===== src/tcc_pkg.sv =====
// Shared types and constants for the text console character writer.
package tcc_pkg;

  localparam int COLUMNS_DEF   = 80;
  localparam int ROWS_DEF      = 25;
  localparam int TAB_WIDTH_DEF = 8;
  localparam int QUEUE_DEPTH   = 2;

  localparam int CHAR_W = 8;
  localparam int IDX_W  = 11;
  localparam int POS_W  = 11;
  localparam int DATA_W = 16;
  localparam int FUNC_W = 2;
  localparam int ATTR_W = 8;

  localparam logic [DATA_W-1:0] BLANK_CELL  = 16'h0F20;
  localparam logic [ATTR_W-1:0] ATTR_RESET  = 8'h0F;
  localparam logic [2:0]        ADDR_ATTR   = 3'd0;

  localparam logic [FUNC_W-1:0] FUNC_PUT   = 2'd0;
  localparam logic [FUNC_W-1:0] FUNC_CLEAR = 2'd1;
  localparam logic [FUNC_W-1:0] FUNC_READ  = 2'd2;

  localparam logic [CHAR_W-1:0] CH_BS      = 8'h08;
  localparam logic [CHAR_W-1:0] CH_TAB     = 8'h09;
  localparam logic [CHAR_W-1:0] CH_LF      = 8'h0A;
  localparam logic [CHAR_W-1:0] CH_CR      = 8'h0D;
  localparam logic [CHAR_W-1:0] PRINT_LO   = 8'h20;
  localparam logic [CHAR_W-1:0] PRINT_HI   = 8'h7F;

  typedef enum logic [2:0] {
    OP_NOP,
    OP_PRINT,
    OP_BS,
    OP_TAB,
    OP_CR,
    OP_LF,
    OP_CLEAR,
    OP_READ
  } op_t;

  typedef struct packed {
    op_t               op;
    logic [CHAR_W-1:0] ch;
    logic [IDX_W-1:0]  idx;
  } cmd_t;

  typedef struct packed {
    logic init_busy;
  } back_stat_t;

endpackage


===== src/tcc_front.sv =====
// Front end: takes requests from the input stream and decodes them into commands.
module tcc_front
  import tcc_pkg::*;
(
  input  logic       s_tvalid,
  output logic       s_tready,
  input  logic [23:0] s_tdata,   // [7:0] char_code, [18:8] cell_index
  input  logic [1:0] s_tuser,    // [1:0] func
  input  logic       q_full,
  input  back_stat_t stat,
  output logic       push,
  output cmd_t       push_data
);

  logic [CHAR_W-1:0] ch;

  assign ch       = s_tdata[CHAR_W-1:0];
  assign s_tready = !q_full && !stat.init_busy;
  assign push     = s_tvalid && s_tready;

  always_comb begin
    push_data.ch  = ch;
    push_data.idx = s_tdata[CHAR_W +: IDX_W];
    push_data.op  = OP_NOP;
    case (s_tuser)
      FUNC_PUT: begin
        case (ch)
          CH_BS:   push_data.op = OP_BS;
          CH_TAB:  push_data.op = OP_TAB;
          CH_CR:   push_data.op = OP_CR;
          CH_LF:   push_data.op = OP_LF;
          default: begin
            if (ch inside {[PRINT_LO:PRINT_HI]}) push_data.op = OP_PRINT;
          end
        endcase
      end
      FUNC_CLEAR: push_data.op = OP_CLEAR;
      FUNC_READ:  push_data.op = OP_READ;
      default:    push_data.op = OP_NOP;
    endcase
  end

endmodule


===== config.mk =====
export PLATFORM = sky130hd
export DESIGN_NAME = tcc_front
export DESIGN_NICKNAME = d
export VERILOG_FILES = /design/src/tcc_pkg.sv /design/src/tcc_front.sv
export SDC_FILE = /design/constraint.sdc
export NUM_CORES = 1
export LEC_CHECK = 0
export BUFFER_PORTS_ARGS = -buffer_cell sky130_fd_sc_hd__buf_2
export CELL_PAD_IN_SITES_DETAIL_PLACEMENT = 0
export CELL_PAD_IN_SITES_GLOBAL_PLACEMENT = 1
export CORE_ASPECT_RATIO = 1.5
export CORE_MARGIN = 2
export CORE_UTILIZATION = 15
export DETAILED_ROUTE_END_ITERATION = 6
export PLACE_DENSITY = 0.78
export SETUP_SLACK_MARGIN = 0.2
export SLEW_MARGIN = 30
export SYNTH_ARGS = -nofsm -noshare
export SYNTH_HDL_FRONTEND = slang
export SYNTH_SLANG_ARGS = --single-unit

===== constraint.sdc =====
create_clock -name vclk -period 0.8
set_input_delay 0.04 -clock vclk [all_inputs]
set_output_delay 0.04 -clock vclk [all_outputs]
set_load 0.01 [all_outputs]

# After elaboration in Yosys (flattened, before gate mapping)
# Index checks and enable logic that the tools add are counted.
[totals]
reg_bits = 0
word_cells = 17
[classes]
magnitude_cmp = 2
eq_ne = 6
mux = 3
reduce_logical = 6
[ops]
columns = ["cell", "count"]
rows = [
  ["equality test 8 x 4 -> 1 bit, second input constant", 4],
  ["case mux 3 bit (4 select lines)", 1],
  ["case mux 3 bit (3 select lines)", 1],
  ["greater-or-equal comparator 8 x 6 -> 1 bit, second input constant", 1],
  ["less-or-equal comparator 8 x 7 -> 1 bit, second input constant", 1],
  ["logical AND 1 bit", 3],
  ["equality test 2 x 1 -> 1 bit, second input constant", 1],
  ["equality test 2 bit, second input constant", 1],
  ["logical NOT 1 bit", 2],
  ["logical NOT 2 bit", 1],
  ["two-way mux 1 bit", 1],
]

# Logic depth before layout (Yosys ltp)
[depth]
depth_word = 5
mapped_depth = 5

# Least setup slack after synthesis
# No wires, ideal clock.
[synth_timing]
path_kind = "in2out"
start = "input port s_tdata[4]"
end = "output port push_data[19] (netlist bit)"
arrival_time_ns = 0.739
required_time_ns = 0.760
setup_slack_ns = 0.021
path_stages = 3
path_buffers = 0
path_cell_list = "or3b_1 o221ai_1 and3_1"
[synth_rtl]
columns = ["element", "line", "rtl"]
rows = [
  ["start: declaration", "tcc_front.sv:7", "input logic [23:0] s_tdata,"],
  ["end: declaration", "tcc_front.sv:12", "output cmd_t push_data"],
]

==> results.cfg <==
[place]
gpl.final_weighted_congestion = 0.687
hpwl_um = 656
cell_area_after_placement_sq_um = 419
buffer_ports.inserted = 26
numPlacedInstances = 80

[synth]
post_synth_main_area_contributors = sky130_fd_sc_hd__buf_4 (45%), sky130_fd_sc_hd__ha_1 (7.9%), sky130_fd_sc_hd__inv_1 (4.8%)
synthDistinctLibCells = 19
syn_avg_cell_area_sq_um = 7.17
post_synth_instance_area_sq_um = 315
largest_area_contributor_in_the_synthesized_netlist = sky130_fd_sc_hd__buf_4
netlist_top_cells_count = sky130_fd_sc_hd__buf_4 (19), sky130_fd_sc_hd__inv_1 (4)
synthMostInstantiatedCell = sky130_fd_sc_hd__buf_4
synth_seq_area_share = 0
yosysWarningCount = 0
postSynthNetCount = 75
synth_largest_type_area_fraction = 0.452
post_synth_inst_count = 44

[floorplanning]
rows = 20
initial_core_util = 0.157
die-area_sq_mm = 0.00249
fp.dieH_um = 60.2
fp.dieW_um = 41.4
design.core.area_sq_mm = 0.00200
boundaryPins = 53

[power]
p_seq_frac = 0
design_power_total_mw = 0.224
internal_power_mw = 0.124
comb_power_share = 1.000
total_switching_power_mw = 0.100
cellPowerDensity_mw_per_mm2 = 503
cellLeakagePower_nw = 0.232
power.clock.fraction = 0
power.switching_fraction = 0.447
irDropWorstVdd_v = 0.0000911

[worst_hold_path]
min-delay-path-class = input port to output pin

[route]
via_count = 314
drt.antenna.violating_nets = 0
drt_drc_violations_left = 0
wl_per_cell_um = 9.16
drt_pre_antenna_iters = 2
routed_wl_um = 733
routed_via_density = 3.93
dr.first_iter.drc_count = 1

[global_routing]
antenna_found_initial = 0
grt_max_degree = 6
grt_pass1_wl_um = 1190
overflow = 0
first_global_vias = 298
global_route.usage.total = 0.0562

[layout]
final-seq-area_sq_um = 0
post-route-cell-area_sq_um = 445
fin_cells = 80
layout.sequential_cells = 0
clock_buffers = 0
nets = 91
share_of_cells_above_drive_strength_1 = 0.672
area_growth_from_synthesis_to_layout_pct = 41.3
antenna_cells = 0
fill_count = 243
footprint_of_the_multi_input_gates_sq_um = 188

[worst_setup_path]
critical_path.max_fanout = 3
start_kind = input port
worstSetupPathType = input port to output pin
data_arrival_critical_path_ns = 0.93
worst_setup_path_end_kind = output pin
worst-endpoint-required_ns = 0.76

[sta]
finalHoldViolations = 0
period_share = 1.22
report.final.slew_viol_count = 0
slew-limit-headroom = 0.844
report.final.setup_viol = 3
timing.final.crit_period_ns = 0.972
hold-worst-slack_ns = 0.0800
max_freq_ghz = 1.03
worst_pin_slew_ns = 0.233
unrepaired_setup_endpoints_after_global_routing = true
final.setup.worst_slack_ns = -0.172

[flow_run]
max_cap_viol_count = 0

[outcome]
status = finished with violations
violated_checks = setup timing

[clock_network]
post-cts-setup-buffers = 0
what timing repair did:
item	in CTS	in global routing
hold endpoints to repair	0	0
hold buffers	0	0
setup endpoints to repair	3	3
gates resized for setup	5	1
pin swaps	7	5
cells in the final DEF, fill, tap and decap left out, types with 2 or more instances in the layout:
cell / Yosys / final
sky130_fd_sc_hd__buf_4: 19 / 5
sky130_fd_sc_hd__nor2_1: 2 / 2
sky130_fd_sc_hd__buf_6: 0 / 2
sky130_fd_sc_hd__ha_1: 2 / 2
sky130_fd_sc_hd__inv_1: 4 / 4
sky130_fd_sc_hd__a21oi_2: 0 / 2
sky130_fd_sc_hd__buf_2: 0 / 24
worst paths after layout:
check                        from            end  cells past startpoint
worst max-delay path   s_tdata[7]  push_data[19]                      5
worst min-delay path  s_tdata[10]   push_data[2]                      0
critical path: stages:
cell                       delay [ns]
sky130_fd_sc_hd__buf_8           0.10
sky130_fd_sc_hd__or3b_1          0.37
sky130_fd_sc_hd__o221ai_1        0.14
sky130_fd_sc_hd__and3_1          0.16
sky130_fd_sc_hd__buf_2           0.12
per-layer routing:
layer  global-route usage  up-vias  wire length (um)
met5                    0        -                 0
met4              0.00461        0                 4
met3               0.0211        2                91
met2                0.109       15               389
met1               0.0589      137               247
li1                     -      160                 -
logic make-up after synthesis:
| family | count (synthesis) | synth area share |
|---|---|---|
| buf+inv | 23 | 0.500 |
| simple gates | 12 | 0.254 |
| compound gates | 5 | 0.103 |
| fa+ha+maj | 2 | 0.0794 |
| xor+xnor | 1 | 0.0278 |
| mux | 1 | 0.0357 |
through the flow:
stage	setup WS (ns)	util	TNS, ns
6_report	-0.172	0.223	-0.444
5_1_grt	-0.217	0.223	-0.637
4_1_cts	-0.191	0.219	-0.540
3_5_place_dp	-0.201	0.209	-0.555
3_3_place_gp	-0.185	0.209	-0.518
2_1_floorplan	0.0232	-	0
power groups by stage:
| stage | Sequential, mW | Combinational [mW] | Clock (mW) |
|---|---|---|---|
| 6_report | 0 | 0.224 | 0 |
| 5_1_grt | 0 | 0.248 | 0 |
| 4_1_cts | 0 | 0.224 | 0 |
| 3_5_place_dp | 0 | 0.214 | 0 |
| 3_3_place_gp | 0 | 0.210 | 0 |
| 2_1_floorplan | 0 | 0.169 | 0 |
area by class of cell:
type	count	share of cell area
well taps	22	0.0618
inverters	4	0.0337
repair buffers	33	0.483
multi-input cells	21	0.421
(Power assumes the default switching activity.)
