### src/tcc_pkg.sv
// Shared types and constants for the text console character writer.
package tcc_pkg;

  localparam int COLUMNS_DEF   = 80;
  localparam int ROWS_DEF      = 25;
  localparam int TAB_WIDTH_DEF = 8;
  localparam int QUEUE_DEPTH   = 2;

  localparam int CHAR_W = 8;
  localparam int IDX_W  = 11;
  localparam int POS_W  = 11;
  localparam int DATA_W = 16;
  localparam int FUNC_W = 2;
  localparam int ATTR_W = 8;

  localparam logic [DATA_W-1:0] BLANK_CELL  = 16'h0F20;
  localparam logic [ATTR_W-1:0] ATTR_RESET  = 8'h0F;
  localparam logic [2:0]        ADDR_ATTR   = 3'd0;

  localparam logic [FUNC_W-1:0] FUNC_PUT   = 2'd0;
  localparam logic [FUNC_W-1:0] FUNC_CLEAR = 2'd1;
  localparam logic [FUNC_W-1:0] FUNC_READ  = 2'd2;

  localparam logic [CHAR_W-1:0] CH_BS      = 8'h08;
  localparam logic [CHAR_W-1:0] CH_TAB     = 8'h09;
  localparam logic [CHAR_W-1:0] CH_LF      = 8'h0A;
  localparam logic [CHAR_W-1:0] CH_CR      = 8'h0D;
  localparam logic [CHAR_W-1:0] PRINT_LO   = 8'h20;
  localparam logic [CHAR_W-1:0] PRINT_HI   = 8'h7F;

  typedef enum logic [2:0] {
    OP_NOP,
    OP_PRINT,
    OP_BS,
    OP_TAB,
    OP_CR,
    OP_LF,
    OP_CLEAR,
    OP_READ
  } op_t;

  typedef struct packed {
    op_t               op;
    logic [CHAR_W-1:0] ch;
    logic [IDX_W-1:0]  idx;
  } cmd_t;

  typedef struct packed {
    logic init_busy;
  } back_stat_t;

endpackage

### src/tcc_queue.sv
// Short command queue between the front end and the back end.
module tcc_queue
  import tcc_pkg::*;
(
  input  logic clk,
  input  logic rst,
  input  logic push,
  input  cmd_t push_data,
  output logic full,
  input  logic pop,
  output logic pop_valid,
  output cmd_t pop_data
);

  localparam int PW   = (QUEUE_DEPTH > 1) ? $clog2(QUEUE_DEPTH) : 1;
  localparam int CNTW = $clog2(QUEUE_DEPTH + 1);

  cmd_t            entries [QUEUE_DEPTH];
  logic [PW-1:0]   wr_ptr;
  logic [PW-1:0]   rd_ptr;
  logic [CNTW-1:0] count;

  assign full      = (count == CNTW'(QUEUE_DEPTH));
  assign pop_valid = (count != '0);
  assign pop_data  = entries[rd_ptr];

  always_ff @(posedge clk) begin
    if (push) entries[wr_ptr] <= push_data;
  end

  always_ff @(posedge clk) begin
    if (rst) begin
      wr_ptr <= '0;
      rd_ptr <= '0;
      count  <= '0;
    end else begin
      if (push) begin
        wr_ptr <= (wr_ptr == PW'(QUEUE_DEPTH - 1)) ? '0 : wr_ptr + 1'b1;
      end
      if (pop) begin
        rd_ptr <= (rd_ptr == PW'(QUEUE_DEPTH - 1)) ? '0 : rd_ptr + 1'b1;
      end
      if (push && !pop) count <= count + 1'b1;
      else if (pop && !push) count <= count - 1'b1;
    end
  end

endmodule

### config.mk
export PLATFORM = sky130hd
export DESIGN_NAME = tcc_queue
export DESIGN_NICKNAME = d
export VERILOG_FILES = /design/src/tcc_pkg.sv /design/src/tcc_queue.sv
export SDC_FILE = /design/constraint.sdc
export NUM_CORES = 1
export LEC_CHECK = 0
export ABC_AREA = 1
export BUFFER_PORTS_ARGS = -buffer_cell sky130_fd_sc_hd__buf_2
export CAP_MARGIN = 15
export CORE_MARGIN = 8
export CORE_UTILIZATION = 46
export CTS_BUF_LIST = sky130_fd_sc_hd__clkbuf_4 sky130_fd_sc_hd__clkbuf_8 sky130_fd_sc_hd__clkbuf_16
export CTS_CLUSTER_SIZE = 14
export DETAILED_ROUTE_END_ITERATION = 16
export GPL_TIMING_DRIVEN = 0
export PLACE_DENSITY_LB_ADDON = 0.1
export SETUP_SLACK_MARGIN = 0.5
export SYNTH_ARGS = -nofsm -noshare
export SYNTH_HDL_FRONTEND = slang
export SYNTH_SLANG_ARGS = --single-unit
### constraint.sdc
create_clock -name clk -period 1.9 [get_ports clk]
set_clock_uncertainty 0.1 [all_clocks]
set_input_delay 0.095 -clock clk [delete_from_list [all_inputs] [get_ports clk]]
set_output_delay 0.095 -clock clk [all_outputs]
set_load 0.01 [all_outputs]
# [Yosys cells after proc, flatten, opt, wreduce, memory -nomap -nowiden]
# Memory sizes are Yosys's and may differ from the RTL's. A register that Yosys moved wholly into a read port is not among the register bits.
# Cells that the tools add are included.
[word_totals] ff_bits=4 output_inout_bits=24 n_memories=1 mem_bits_rw=44 in_bits=26
[mem_list] memory="entries" words=2 word_bits=22 read_ports=1 rd_clocked_by_memory_dff=1 wr=1 line_no="tcc_queue.sv:18" text="cmd_t entries [QUEUE_DEPTH];"
[op_classes] n_addsub=4 mux=8 n_eq_ne=1 n_reduce_logical=6
[op_table] cell="two-way mux 1 bit" count=6
[op_table] cell="two-way mux 2 bit" count=2
[op_table] cell="nonzero test 2 bit" count=2
[op_table] cell="adder 1 bit (second input constant)" count=2
[op_table] cell="adder 2 x 1 -> 2 bit (second input constant)" count=1
[op_table] cell="== test 2 bit (second input constant)" count=1
[op_table] cell="logical AND 1 bit" count=2
[op_table] cell="zero test 1 bit" count=2
[op_table] cell="subtractor 2 x 1 -> 2 bit (second input constant)" count=1

# [Depth between registers and ports, before layout]
[logic_depth] word_depth=4 ltp_mapped=8 mapped_depth_nobuf=8

# [Worst setup path before layout]
# Ideal clock, no wire load.
[synth_path] path_kind="reg-to-reg" start="reg wr_ptr" end="mem entries[0][0] (netlist name), enable pin" period_less_slack_ps=1766 path_buffers=0 required_time_ps=1399 path_stages_with_launch=2 t_arrival_ps=1265 setup_slack_ps=134 setup_time_ps=401 cell_sequence="dfxtp_1 nor2_1"
[synth_lines] item="start, declared" line_no="tcc_queue.sv:19" text="logic [PW-1:0] wr_ptr;"
[synth_lines] item="start signal, assigned" line_no="tcc_queue.sv:38" text="wr_ptr <= (wr_ptr == PW'(QUEUE_DEPTH - 1)) ? '0 : wr_ptr + 1'b1;"
[synth_lines] item="end, declared" line_no="tcc_queue.sv:18"
# Straight into the memory's write port.

==> impl_metrics.toml <==
[clocking]
clock_sink_count = 49
cts-buffers-inserted = 5
cts_max_level = 2
clock_insertion_delay_worst_skew_ns = 0.29
ctsRootBufferMaster = "clkbuf_8"
max-clock-path-buffers = 2
tritoncts = "built"
clk_pin_slew_worst_paths_ns = 0.08

[placement]
gp_congestion = 0.639
place.port_buffers = 49
place.detailed.hpwl_um = 2160

[route]
detail_route.iter0.violations = 81
count_of_tritonroute_iterations_in_the_first_routing_pass = 4
detailroute.via_count = 1077
drt-wirelength-per-cell_um = 14.0
finalWirelength_um = 3300
detail-route-antenna-nets = 0
post-route-drc-count = 0
viasPerCell = 4.56

[synth]
cells_taking_the_most_area_after_synthesis = "edfxtp_1 (73%), mux2_2 (14%), dfxtp_1 (5.5%)"
synth.cells.most_frequent = "edfxtp_1 (44), mux2_2 (22), inv_1 (9)"
yosys_most_used_dff = "edfxtp_1"
post_synth_instance_area_um2 = 1820
synth.yosys.warnings = 0
synth_top_cell_by_area = "edfxtp_1"
yosysMostFrequentCell = "edfxtp_1"
synth.yosys.seq_area_share = 0.782
yosys_register_bits = 49
post_synth.cell_area_avg_um2 = 18.0
synth_enable_flop_cells = 44
synthesis.nets = 128
synthArstFlopShare = 0
synth_top_area_frac = 0.727
synth_cells = 101
synth_cell_types = 14

[setup_path]
critical_path_class = "flip-flop to primary output"
setup.worst_path.start_class = "flip-flop"
cp.required_ns = 1.70
cp_max_fo = 10
timing.critical_path.to_type = "primary output"
reg2reg_setup_slack_ns = 0.56
cp.arrival_ns = 1.28

[flow_run]
maxCapViolations = 0

[global_routing]
grt_pass1_wl_um = 5400
grt_util_all_layers = 0.112
vias_in_the_first_global_route = 1180
antenna_found_initial = 0
pin_count_of_the_biggest_net_entering_global_routing = 23
grt_remaining_overflow = 0

[power]
powerDensity_nw_per_um2 = 896
power.ir.vdd_worst_v = 0.000573
power.internal_uw = 1810
power.combinational.fraction = 0.142
net-switching-power_uw = 485
p_leak_uw = 0.00101
pwr-share-clk = 0.308
sequentialPowerShare = 0.550
switching_share_of_power = 0.212

[sta]
final_period_minus_worst_setup_slack_ns = 1.48
finalCritPeriodShare = 0.778
final_hold_viol_count = 0
tightestPinTransition_ns = 0.664
clock.fmax_mhz = 677
setup_viol = 0
final-max-slew-violation-count = 0
grt_setup_unrepaired = "true"
max_slew_margin = 0.556
timing.setup.tns_ns = 0

[min_path]
hold_path.class = "input pin to flip-flop"

[die]
dieArea_um2 = 6220
effective_utilization_at_floorplan = 0.465
floorplan.die.width_um = 78.9
rows = 23
top_level_ports = 50
core_region_area_um2 = 3910
chipHeight_um = 78.9

[final_layout]
layout-area-overhead-vs-synth_pct = 40.7
number_of_diodes = 0
num-nets-final = 212
post_route_cells_drive_above_1_share = 0.462
final_core_util = 0.653

[outcome]
run_status = "completed"
[worst paths after layout]
kind / cells after the start / to / from
setup / recovery: 3 / pop_data[13] / flip-flop
hold / removal: 3 / count[0] / push
setup reg to reg: 1 / entries[0][9] / wr_ptr
hold reg to reg: 2 / wr_ptr / wr_ptr
[power groups by stage]
stage,Sequential [µW],Clock [µW],Combinational [µW]
floorplan,1280,0,157
global placement,1280,0,256
detailed placement,1280,0,264
CTS,1260,731,328
global route,1270,770,359
finish,1260,705,325
[registers in the layout, indices dropped and copies added (netlist names), named ones only]
| name | flops |
|---|---|
| count | 2 |
| entries | 44 |
| rd_ptr | 1 |
| wr_ptr | 1 |
[final cells by class]
class                   count  area (µm²)
multi-input cells          41         359
repair buffers             76         526
flip-flops and latches     49        1430
fillers                   302        1360
repair inverters            1        7.51
well taps                  50        62.6
inverters                   9        37.5
clock buffers               5        68.8
plain buffers               2        30.0
clock inverters             3        41.3
[logic make-up (layout without fill, tap and decap cells)]
group                      count (synthesis)  count (layout)  share of synthesized area
muxes                                     22              22                      0.136
DFF                                       49              49                      0.782
buffers and inverters                     11              96                     0.0310
AOI/OAI and AO/OA                          2               2                    0.00550
and+or+nand+nor                           15              15                     0.0337
adders and majority gates                  1               1                    0.00688
xor gates and xnor gates                   1               1                    0.00482
[cells in the final DEF, fill, tap and decap left out, types with 2 or more instances in the layout]
master,instances
nor2_1,5
buf_8,2
dlygate4sd3_1,26
edfxtp_1,44
dfxtp_1,4
nand2_1,6
buf_6,2
mux2_2,21
inv_1,8
clkinvlp_4,3
clkbuf_8,5
buf_2,47
[repair_timing]
| item | in CTS | in global routing |
|---|---|---|
| pin swaps | 0 | 1 |
| buffers inserted | 1 | 0 |
| gates resized for setup | 8 | 2 |
| hold endpoints to repair | 48 | 0 |
| endpoints found under the setup margin | 45 | 45 |
| cloned | 1 | 0 |
| hold buffers | 26 | 0 |
[per-layer routing]
| layer | track usage | wire [µm] | vias up |
|---|---|---|---|
| met5 | 0 | 0 | - |
| met4 | 0.0463 | 25 | 0 |
| met3 | 0.0530 | 250 | 4 |
| met2 | 0.194 | 1790 | 29 |
| met1 | 0.115 | 1240 | 507 |
| li1 | - | - | 537 |
[per-stage QoR]
stage,area [µm²],hold WS (ns),std cells,setup slack [ns],total power [µW]
after floorplan,1830,0.0674,101,0.533,1440
after global placement,2130,0.182,200,0.288,1540
after detailed placement,2130,0.186,200,0.265,1550
after CTS,2550,0.0870,236,0.388,2320
after global routing,2560,0.147,236,0.357,2400
final,2560,0.0980,236,0.422,2290
[critical path, cell delays in order, from the launching register on]
cell and delay (ns):
dfxtp_4 0.38, buf_8 0.14, mux2_2 0.34, buf_2 0.14
Power figures use the tool's default switching activity.
